`config.mk`:
```
export PLATFORM = sky130hd
export DESIGN_NAME = bounded_list_stack
export DESIGN_NICKNAME = d
export VERILOG_FILES = /design/src/rtl/bls_pkg.sv /design/src/rtl/bounded_list_stack.sv
export SDC_FILE = /design/constraint.sdc
export NUM_CORES = 2
export LEC_CHECK = 0
export BUFFER_PORTS_ARGS = -buffer_cell sky130_fd_sc_hd__buf_4
export CORE_UTILIZATION = 50
export CTS_CLUSTER_SIZE = 28
export DETAILED_ROUTE_END_ITERATION = 12
export PLACE_DENSITY = 0.65
export SLEW_MARGIN = 30
export SYNTH_ARGS = -nofsm -noshare
export SYNTH_HDL_FRONTEND = slang
export SYNTH_SLANG_ARGS = --single-unit
```
`constraint.sdc`:
```
create_clock -name clk -period 12.36 [get_ports clk]
set_input_delay 1.236 -clock clk [delete_from_list [all_inputs] [get_ports clk]]
set_output_delay 1.236 -clock clk [all_outputs]
set_load 0.01 [all_outputs]
```
`src/rtl/bls_pkg.sv`:
```
// ----------------------------------------------------------------------------
// bls_pkg
// Request codes and field widths shared by the bounded list stack.
// ----------------------------------------------------------------------------
package bls_pkg;

    localparam int MODE_W  = 3;
    localparam int VALUE_W = 32;
    localparam int POS_W   = 6;
    localparam int COUNT_W = 7;

    typedef logic [MODE_W-1:0]  mode_t;
    typedef logic [VALUE_W-1:0] value_t;
    typedef logic [POS_W-1:0]   pos_t;
    typedef logic [COUNT_W-1:0] count_out_t;

    localparam mode_t OP_PUSH   = 3'd0;
    localparam mode_t OP_POP    = 3'd1;
    localparam mode_t OP_REMOVE = 3'd2;
    localparam mode_t OP_GET    = 3'd3;
    localparam mode_t OP_RESET  = 3'd4;

endpackage

```
`src/rtl/bounded_list_stack.sv`:
```
// ----------------------------------------------------------------------------
// bounded_list_stack
// Ordered list of up to CAPACITY entries held in a single-port-read,
// single-port-write synchronous memory, with a fill count.
//
// Request channel: mode, item_value, position with in_valid / in_stall.
// Result channel: read_value, ok, entry_count with out_valid / out_stall.
// One result per request; a request is taken only when no other request
// is in flight and the result register is free or being drained.
// Push, reset, unknown codes, pop on an empty list, get out of range and
// remove on an empty list: result in the cycle after the request.
// Pop and get otherwise: one memory read into mem_rdata_reg, then the result
// is registered from it in S_READ. Remove otherwise: one streaming pass reads
// each held entry once and writes every entry after the match one place down;
// the result is registered once the last held entry has been handled.
// Reset (rst_n low) empties the list and drops any pending result; memory
// contents are not cleared and need no clearing pass.
// While out_stall is high a valid result holds in the result register and no
// new request is taken.
// ----------------------------------------------------------------------------
module bounded_list_stack #(
    parameter int CAPACITY    = 64,
    parameter int ENTRY_WIDTH = 32
) (
    input  logic                clk,
    input  logic                rst_n,
    input  logic                in_valid,
    output logic                in_stall,
    input  bls_pkg::mode_t      mode,
    input  bls_pkg::value_t     item_value,
    input  bls_pkg::pos_t       position,
    output logic                out_valid,
    input  logic                out_stall,
    output bls_pkg::value_t     read_value,
    output logic                ok,
    output bls_pkg::count_out_t entry_count
);

    localparam int AW = $clog2(CAPACITY);
    localparam int CW = $clog2(CAPACITY + 1);

    localparam logic [1:0] S_IDLE = 2'd0;
    localparam logic [1:0] S_READ = 2'd1;
    localparam logic [1:0] S_RMV  = 2'd2;

    typedef logic [ENTRY_WIDTH-1:0] entry_t;

    entry_t entry_mem [CAPACITY];
    entry_t mem_rdata_reg;

    logic [1:0]    state_reg, state_next;
    logic [CW-1:0] count_reg, count_next;
    logic [CW-1:0] rd_ptr_reg, rd_ptr_next;
    logic [CW-1:0] pend_addr_reg, pend_addr_next;
    logic          pend_reg, pend_next;
    logic          found_reg, found_next;
    entry_t        key_reg, key_next;

    logic                out_valid_reg, out_valid_next;
    bls_pkg::value_t     read_value_reg, read_value_next;
    logic                ok_reg, ok_next;
    bls_pkg::count_out_t entry_count_reg, entry_count_next;

    logic          mem_we;
    logic [AW-1:0] mem_waddr;
    entry_t        mem_wdata;
    logic [AW-1:0] mem_raddr;

    logic   accept;
    entry_t in_entry;

    assign in_stall = (state_reg != S_IDLE) || (out_valid_reg && out_stall);
    assign accept   = in_valid && !in_stall;
    assign in_entry = ENTRY_WIDTH'(item_value);

    always_comb
    begin
        state_next       = state_reg;
        count_next       = count_reg;
        rd_ptr_next      = rd_ptr_reg;
        pend_addr_next   = pend_addr_reg;
        pend_next        = pend_reg;
        found_next       = found_reg;
        key_next         = key_reg;
        out_valid_next   = out_valid_reg && out_stall;
        read_value_next  = read_value_reg;
        ok_next          = ok_reg;
        entry_count_next = entry_count_reg;
        mem_we           = 1'b0;
        mem_waddr        = AW'(count_reg);
        mem_wdata        = in_entry;
        mem_raddr        = AW'(rd_ptr_reg);

        case (state_reg)
            S_IDLE:
            begin
                if (accept)
                begin
                    read_value_next = '0;
                    ok_next         = 1'b0;
                    case (mode)
                        bls_pkg::OP_PUSH:
                        begin
                            out_valid_next = 1'b1;
                            if (count_reg < CW'(CAPACITY))
                            begin
                                mem_we     = 1'b1;
                                count_next = count_reg + CW'(1);
                                ok_next    = 1'b1;
                            end
                            entry_count_next = 7'(count_next);
                        end
                        bls_pkg::OP_POP:
                        begin
                            if (count_reg != '0)
                            begin
                                mem_raddr  = AW'(count_reg - CW'(1));
                                count_next = count_reg - CW'(1);
                                state_next = S_READ;
                            end
                            else
                            begin
                                out_valid_next   = 1'b1;
                                entry_count_next = 7'(count_reg);
                            end
                        end
                        bls_pkg::OP_REMOVE:
                        begin
                            if (count_reg != '0)
                            begin
                                key_next    = in_entry;
                                rd_ptr_next = '0;
                                pend_next   = 1'b0;
                                found_next  = 1'b0;
                                state_next  = S_RMV;
                            end
                            else
                            begin
                                out_valid_next   = 1'b1;
                                entry_count_next = 7'(count_reg);
                            end
                        end
                        bls_pkg::OP_GET:
                        begin
                            if ((32'(position) < 32'(count_reg)) &&
                                (32'(position) < 32'(CAPACITY)))
                            begin
                                mem_raddr  = AW'(position);
                                state_next = S_READ;
                            end
                            else
                            begin
                                out_valid_next   = 1'b1;
                                entry_count_next = 7'(count_reg);
                            end
                        end
                        bls_pkg::OP_RESET:
                        begin
                            count_next       = '0;
                            ok_next          = 1'b1;
                            out_valid_next   = 1'b1;
                            entry_count_next = '0;
                        end
                        default:
                        begin
                            out_valid_next   = 1'b1;
                            entry_count_next = 7'(count_reg);
                        end
                    endcase
                end
            end
            S_READ:
            begin
                out_valid_next   = 1'b1;
                read_value_next  = 32'(mem_rdata_reg);
                ok_next          = 1'b1;
                entry_count_next = 7'(count_reg);
                state_next       = S_IDLE;
            end
            S_RMV:
            begin
                // stream: read entry rd_ptr, handle entry read last cycle
                if (rd_ptr_reg < count_reg)
                begin
                    mem_raddr      = AW'(rd_ptr_reg);
                    rd_ptr_next    = rd_ptr_reg + CW'(1);
                    pend_next      = 1'b1;
                    pend_addr_next = rd_ptr_reg;
                end
                else
                begin
                    pend_next = 1'b0;
                end
                if (pend_reg)
                begin
                    if (found_reg)
                    begin
                        mem_we    = 1'b1;
                        mem_waddr = AW'(pend_addr_reg - CW'(1));
                        mem_wdata = mem_rdata_reg;
                    end
                    else if (mem_rdata_reg == key_reg)
                    begin
                        found_next = 1'b1;
                    end
                    if (pend_addr_reg == count_reg - CW'(1))
                    begin
                        out_valid_next  = 1'b1;
                        read_value_next = '0;
                        ok_next         = found_next;
                        if (found_next)
                        begin
                            count_next = count_reg - CW'(1);
                        end
                        entry_count_next = 7'(count_next);
                        pend_next        = 1'b0;
                        state_next       = S_IDLE;
                    end
                end
            end
            default:
            begin
                state_next = S_IDLE;
            end
        endcase
    end

    always_ff @(posedge clk)
    begin
        if (mem_we)
        begin
            entry_mem[mem_waddr] <= mem_wdata;
        end
        mem_rdata_reg <= entry_mem[mem_raddr];
    end

    always_ff @(posedge clk or negedge rst_n)
    begin
        if (!rst_n)
        begin
            state_reg     <= S_IDLE;
            count_reg     <= '0;
            pend_reg      <= 1'b0;
            found_reg     <= 1'b0;
            out_valid_reg <= 1'b0;
        end
        else
        begin
            state_reg     <= state_next;
            count_reg     <= count_next;
            pend_reg      <= pend_next;
            found_reg     <= found_next;
            out_valid_reg <= out_valid_next;
        end
    end

    always_ff @(posedge clk)
    begin
        rd_ptr_reg      <= rd_ptr_next;
        pend_addr_reg   <= pend_addr_next;
        key_reg         <= key_next;
        read_value_reg  <= read_value_next;
        ok_reg          <= ok_next;
        entry_count_reg <= entry_count_next;
    end

    assign out_valid   = out_valid_reg;
    assign read_value  = read_value_reg;
    assign ok          = ok_reg;
    assign entry_count = entry_count_reg;

endmodule

```
Word-level counts from Yosys, hierarchy flattened
Memory sizes are Yosys's and may differ from the RTL's. A register that Yosys moved wholly into a read port is not among the register bits.
Cells that the tools add are included.
{"block": "classes", "n_eq_ne": 21, "reduce_logical": 20, "muxes": 74, "n_lt_le_gt_ge": 3, "add_sub_neg": 4}
{"operator": "$mux W32", "n": 6}
{"operator": "$pmux W32 S3", "n": 1}
{"operator": "$mux W7", "n": 13}
{"operator": "$mux W6", "n": 7}
{"operator": "$pmux W7 S3", "n": 2}
{"operator": "$eq A32 B32 Y1", "n": 1}
{"operator": "$pmux W7 S2", "n": 2}
{"operator": "$pmux W7 S4", "n": 1}
{"operator": "$mux W1", "n": 26}
{"operator": "$ne A3 B3 Y1 const B", "n": 5}
{"operator": "$add A7 B1 Y7 const B", "n": 2}
{"operator": "$mux W2", "n": 6}
{"operator": "$pmux W6 S2", "n": 1}
{"operator": "$reduce_and A4 Y1", "n": 3}
{"operator": "$reduce_and A6 Y1", "n": 2}
{"operator": "$ne A2 B2 Y1 const B", "n": 5}
{"operator": "$pmux W1 S2", "n": 5}
{"operator": "$reduce_and A5 Y1", "n": 2}
{"operator": "$ne A4 B1 Y1 const B", "n": 2}
{"operator": "$eq A7 B7 Y1", "n": 1}
{"operator": "$lt A6 B7 Y1", "n": 1}
{"operator": "$lt A7 B7 Y1", "n": 1}
{"operator": "$lt A7 B7 Y1 const B", "n": 1}
{"operator": "$reduce_and A7 Y1", "n": 1}
{"operator": "other kinds (21)", "n": 25}
{"block": "totals", "output_inout_bits": 42, "mem_bits_rw": 2048, "n_memories": 1, "reg_bits": 98}
{"memory": "entry_mem", "depth": 64, "word_bits": 32, "rd": 1, "rd_ports_with_merged_regs": 1, "wr": 1, "line_no": "bounded_list_stack.sv:48", "rtl": "entry_t entry_mem [CAPACITY];"}

Logic depth before layout (Yosys ltp)
{"block": "depth", "word_depth": 9, "mapped_depth": 18, "mapped_depth_nobuf": 12}

Least setup slack after synthesis
Ideal clock, no wire load.
{"block": "synth_timing", "kind": "register -> register", "start": "register count_reg[1]", "end": "register entry_count_reg[0] (netlist: entry_count[0]), enable pin", "period_less_slack_ns": 5.613, "required_ns": 11.978, "setup_time_ns": 0.382, "t_arrival_ns": 5.231, "path_stages_with_launch": 11, "path_slack_ns": 6.747, "cell_sequence": "dfrtp_1 -> clkbuf_1 -> inv_1 -> ha_1 -> xor2_1 -> xnor2_1 -> nand4_1 -> nor3_1 -> a31oi_1 -> a211oi_1 -> a21boi_0"}
{"block": "synth_between", "elab_chain_len": 4, "word_cells_on_any_way": 8}
{"element": "start: declaration", "line_no": "bounded_list_stack.sv:52", "rtl": "logic [CW-1:0] count_reg, count_next;"}
{"element": "start signal: assignment", "line_no": "bounded_list_stack.sv:250", "rtl": "count_reg <= count_next;"}
{"element": "$sub A7 B1 Y7", "line_no": "bounded_list_stack.sv:206", "rtl": "if (pend_addr_reg == count_reg - CW'(1))"}
{"element": "$eq A7 B7 Y1", "line_no": "bounded_list_stack.sv:206"}
{"element": "$ne A2 B2 Y1 (no line)"}
{"element": "$reduce_and A6 Y1 (no line) *"}
{"element": "end signal: assignment", "line_no": "bounded_list_stack.sv:264", "rtl": "entry_count_reg <= entry_count_next;"}
{"element": "end: declaration", "line_no": "bounded_list_stack.sv:62", "rtl": "bls_pkg::count_out_t entry_count_reg, entry_count_next;"}
Mark *: on every way between the ends. The rest lies on a longest branch, timed or not.
A chain may end at the register's enable or synchronous reset.

Worst setup path after layout
{"block": "layout_timing", "start": "register count_reg[4]", "end": "register mem_rdata_reg[20], read port of entry_mem"}
{"block": "layout_between", "elab_chain_len": 5, "word_cells_on_any_way": 8}
{"element": "$sub A7 B1 Y7 (tied with other cells)"}
{"element": "$mux W6 (on tied branches)", "line_no": "bounded_list_stack.sv:115, bounded_list_stack.sv:145"}
{"element": "$pmux W6 S2 *", "line_no": "bounded_list_stack.sv:101", "rtl": "case (mode)"}
{"element": "$mux W6 *", "line_no": "bounded_list_stack.sv:97", "rtl": "if (accept)"}
{"element": "$mux W6 *"}
{"element": "end: declaration", "line_no": "bounded_list_stack.sv:49", "rtl": "entry_t mem_rdata_reg;"}
Marked as above.

==> reports/results.tsv <==
stage	metric	value	unit
timing	Slew HR	31.9	%
timing	RSZ-0062 raised after global routing	false	
cells_and_area	layout cell share with drive strength beyond 1	11.6	%
placed_design	RePlAce Congestion	0.870	
route	post-route ant nets	0	
job	maxcap violations	0	
clocking	setup repair bufs after CTS	0	
synthesis	predominant post-synthesis flop cell	edfxtp_1	
pwr	P_leak	32.3	nW
worst_setup_path	WS Path Type	flop to flop	
clocking	Clock Latency Late Sink	0.86	ns
grt	largest net degree at the start of global routing	199	
timing	Clock Skews	0.0278	ns
clocking	root buffer cell	clkbuf_16	
placed_design	Buffers on Ports	86	
synthesis	syn nets	6108	
pwr	power per standard cell area	177	nW/um^2
synthesis	cell type with the largest total area after synthesis	edfxtp_1	
grt	number of global-route vias before repair	50800	
synthesis	Synth top area share	74.0	%
clocking	# clock sinks	2178	
synthesis	synth warn	0	
timing	Max Transition Viols Final	0	
floorplanning	Starting Density	50.4	%
clocking	CTS tree	yes	
route	routed length per instance	29.9	um
floorplanning	DIE WIDTH	418	um
route	DR iter-0 viols	8573	
worst_setup_path	CP endpoint kind	flop	
route	via count	54600	
synthesis	Synth Cell Area	86600	sq um
cells_and_area	post-route insts no fill	8588	
route	Vias per Instance	6.35	
worst_hold_path	Hold Crit Class	input port to async pin	
cells_and_area	most frequent cells in the layout	2134 x edfxtp_1, 1240 x nand2_1, 474 x a21oi_1	
worst_setup_path	Setup crit start kind	flop	
clocking	CTS clock-pin slew for the worst setup and hold paths	0.07	ns
timing	setup_tns	0	ns
floorplanning	floorplan die height	418	um
cells_and_area	fill count	13400	
cells_and_area	Area growth syn-to-layout	12.1	%
clocking	cts repair resizes	0	
grt	antenna violations before repair	16	
grt	first-pass GRT wire length	367	mm
clocking	CTS Buf Count	208	
synthesis	post-synthesis sequential area ratio	75.1	%
cells_and_area	max reg flops	2048	
outcome	status	complete, no violations	
route	DR DRC count	0	
synthesis	number of synthesized register bits	2178	
synthesis	Post-synth ARST share	0.551	%
synthesis	syn avg cell area	14.3	sq um
timing	Worst-Margin Slew	1.01	ns
timing	final hold vios	0	
synthesis	Yosys cell types	77	
worst_setup_path	crit-path max FO	114	
floorplanning	FP Rows	152	
placed_design	placed instance count	8192	
floorplanning	core box area	172000	sq um
timing	Tcrit/Tclk final	53.0	%
floorplanning	I/O pin count	87	
worst_setup_path	critical path arrival	7.26	ns
timing	final-report setup violation count	0	
synthesis	synth top area cells	edfxtp_1 74%, nand2_1 5.4%, a21oi_1 2.7%	
clocking	H-tree depth	4	
cells_and_area	commonest non-fill, non-tap cell in the layout	edfxtp_1	
cells_and_area	Util after Layout	56.5	%
worst_setup_path	worst endpoint required time	13.07	ns
placed_design	HPWL Detailed	135	mm
cells_and_area	Biggest register	entry_mem	
clocking	Hold Buf Count CTS	0	
grt	Total Routing Usage GR	29.2	%
grt	GRT Residual Overflow	0	
timing	Final Critical Period	6.55	ns
synthesis	EDFF count, synth	2134	
cells_and_area	layout net count	6158	
synthesis	Post-Syn Instances	6043	
floorplanning	die footprint	175000	sq um
route	total wire length	257	mm
timing	Highest Clock Rate	153	MHz
route	drt first pass iters	6	
pwr	Worst VDD drop	0.175	mV
clocking	CTS Buffer Depth	3	
[final timing paths]
check,start,end,slack [ns],cells past startpoint
setup / recovery,count_reg[4]$_DFFE_PN0P_,mem_rdata_reg[20]$_DFF_P_,5.81,14
hold / removal,rst_n,count_reg[1]$_DFFE_PN0P_,0.21,1
setup reg to reg,count_reg[4]$_DFFE_PN0P_,mem_rdata_reg[20]$_DFF_P_,5.81,14
hold reg to reg,rd_ptr_reg[6]$_SDFFCE_PN0P_,pend_addr_reg[6]$_DFFE_PP_,0.53,0
max in group asynchronous,rst_n,count_reg[4]$_DFFE_PN0P_,11.96,1
min in group clk,rd_ptr_reg[6]$_SDFFCE_PN0P_,pend_addr_reg[6]$_DFFE_PP_,0.53,0
[cells in the mapped netlist, drive strengths merged (21+ instances only)]
cell type,n
edfxtp,2134
nand2,1243
a21oi,476
nand3,306
buf,223
clkbuf,170
a22oi,156
a211oi,154
mux2i,150
o21ai,134
and3,112
nor2,112
nand4,73
a31oi,60
xnor2,51
a221oi,50
and2,39
mux4,38
a311oi,37
mux2,33
dfxtp,32
a22o,28
nor4,25
nor3,21
[routing by layer]
| metal | up-vias | routed length [um] | global-route usage [%] | part of all wire, % |
|---|---|---|---|---|
| met5 | - | 34 | 0 | 0.013 |
| met3 | 485 | 29800 | 6.20 | 12 |
| met1 | 27600 | 101000 | 41.7 | 39 |
| met4 | 4 | 8650 | 9.95 | 3.4 |
| met2 | 3326 | 118000 | 44.7 | 46 |
| li1 | 23100 | - | - | - |
[worst max-delay path, stage by stage, from the launching register on]
cell and delay, ns:
dfrtp_1 0.49, clkinv_1 0.34, ha_1 0.40, a211oi_1 0.24
nor3_1 0.16, a221o_1 0.42, o21ai_4 0.19, buf_4 0.66
and2_4 0.64, buf_12 0.49, buf_4 0.77, a22oi_1 0.23
a2111oi_2 0.41, nand4_1 0.15, or4_1 0.53
[logic make-up after synthesis]
kind of cell / synth area share [%]
mux: 3.15
flops: 75.1
xor+xnor: 0.607
simple gates: 10.2
fa+ha+maj: 0.289
compound gates: 8.61
buf+inv: 2.06
[power breakdown]
| part | switching, mW | internal [mW] |
|---|---|---|
| Combinational | 1.66 | 0.744 |
| Clock | 2.73 | 3.48 |
| Sequential | 0.245 | 8.30 |
[final cells by class]
cell class	instances	area (sq um)	area share (%)
antenna	8	20.0	0.0206
clock buffer	278	5770	5.94
clock inverter	109	872	0.899
inverter	15	56.3	0.0580
multi-input combinational	3457	20500	21.1
sequential	2178	65000	67.0
tap	2310	2890	2.98
timing repair buffer	233	1900	1.96
[stage by stage]
stage          cell area [sq um]  hold WS, ns  power (mW)  setup slack, ns
6_report                   97000        0.214        17.2             5.81
5_1_grt                    97000        0.210        17.7             5.59
4_1_cts                    97000        0.176        17.2             6.03
3_5_place_dp               90300        0.523        11.1             5.53
3_3_place_gp               90200        0.515        11.0             5.50
2_1_floorplan              86600        0.477        10.1             6.75
Power figures use the tool's default switching activity.
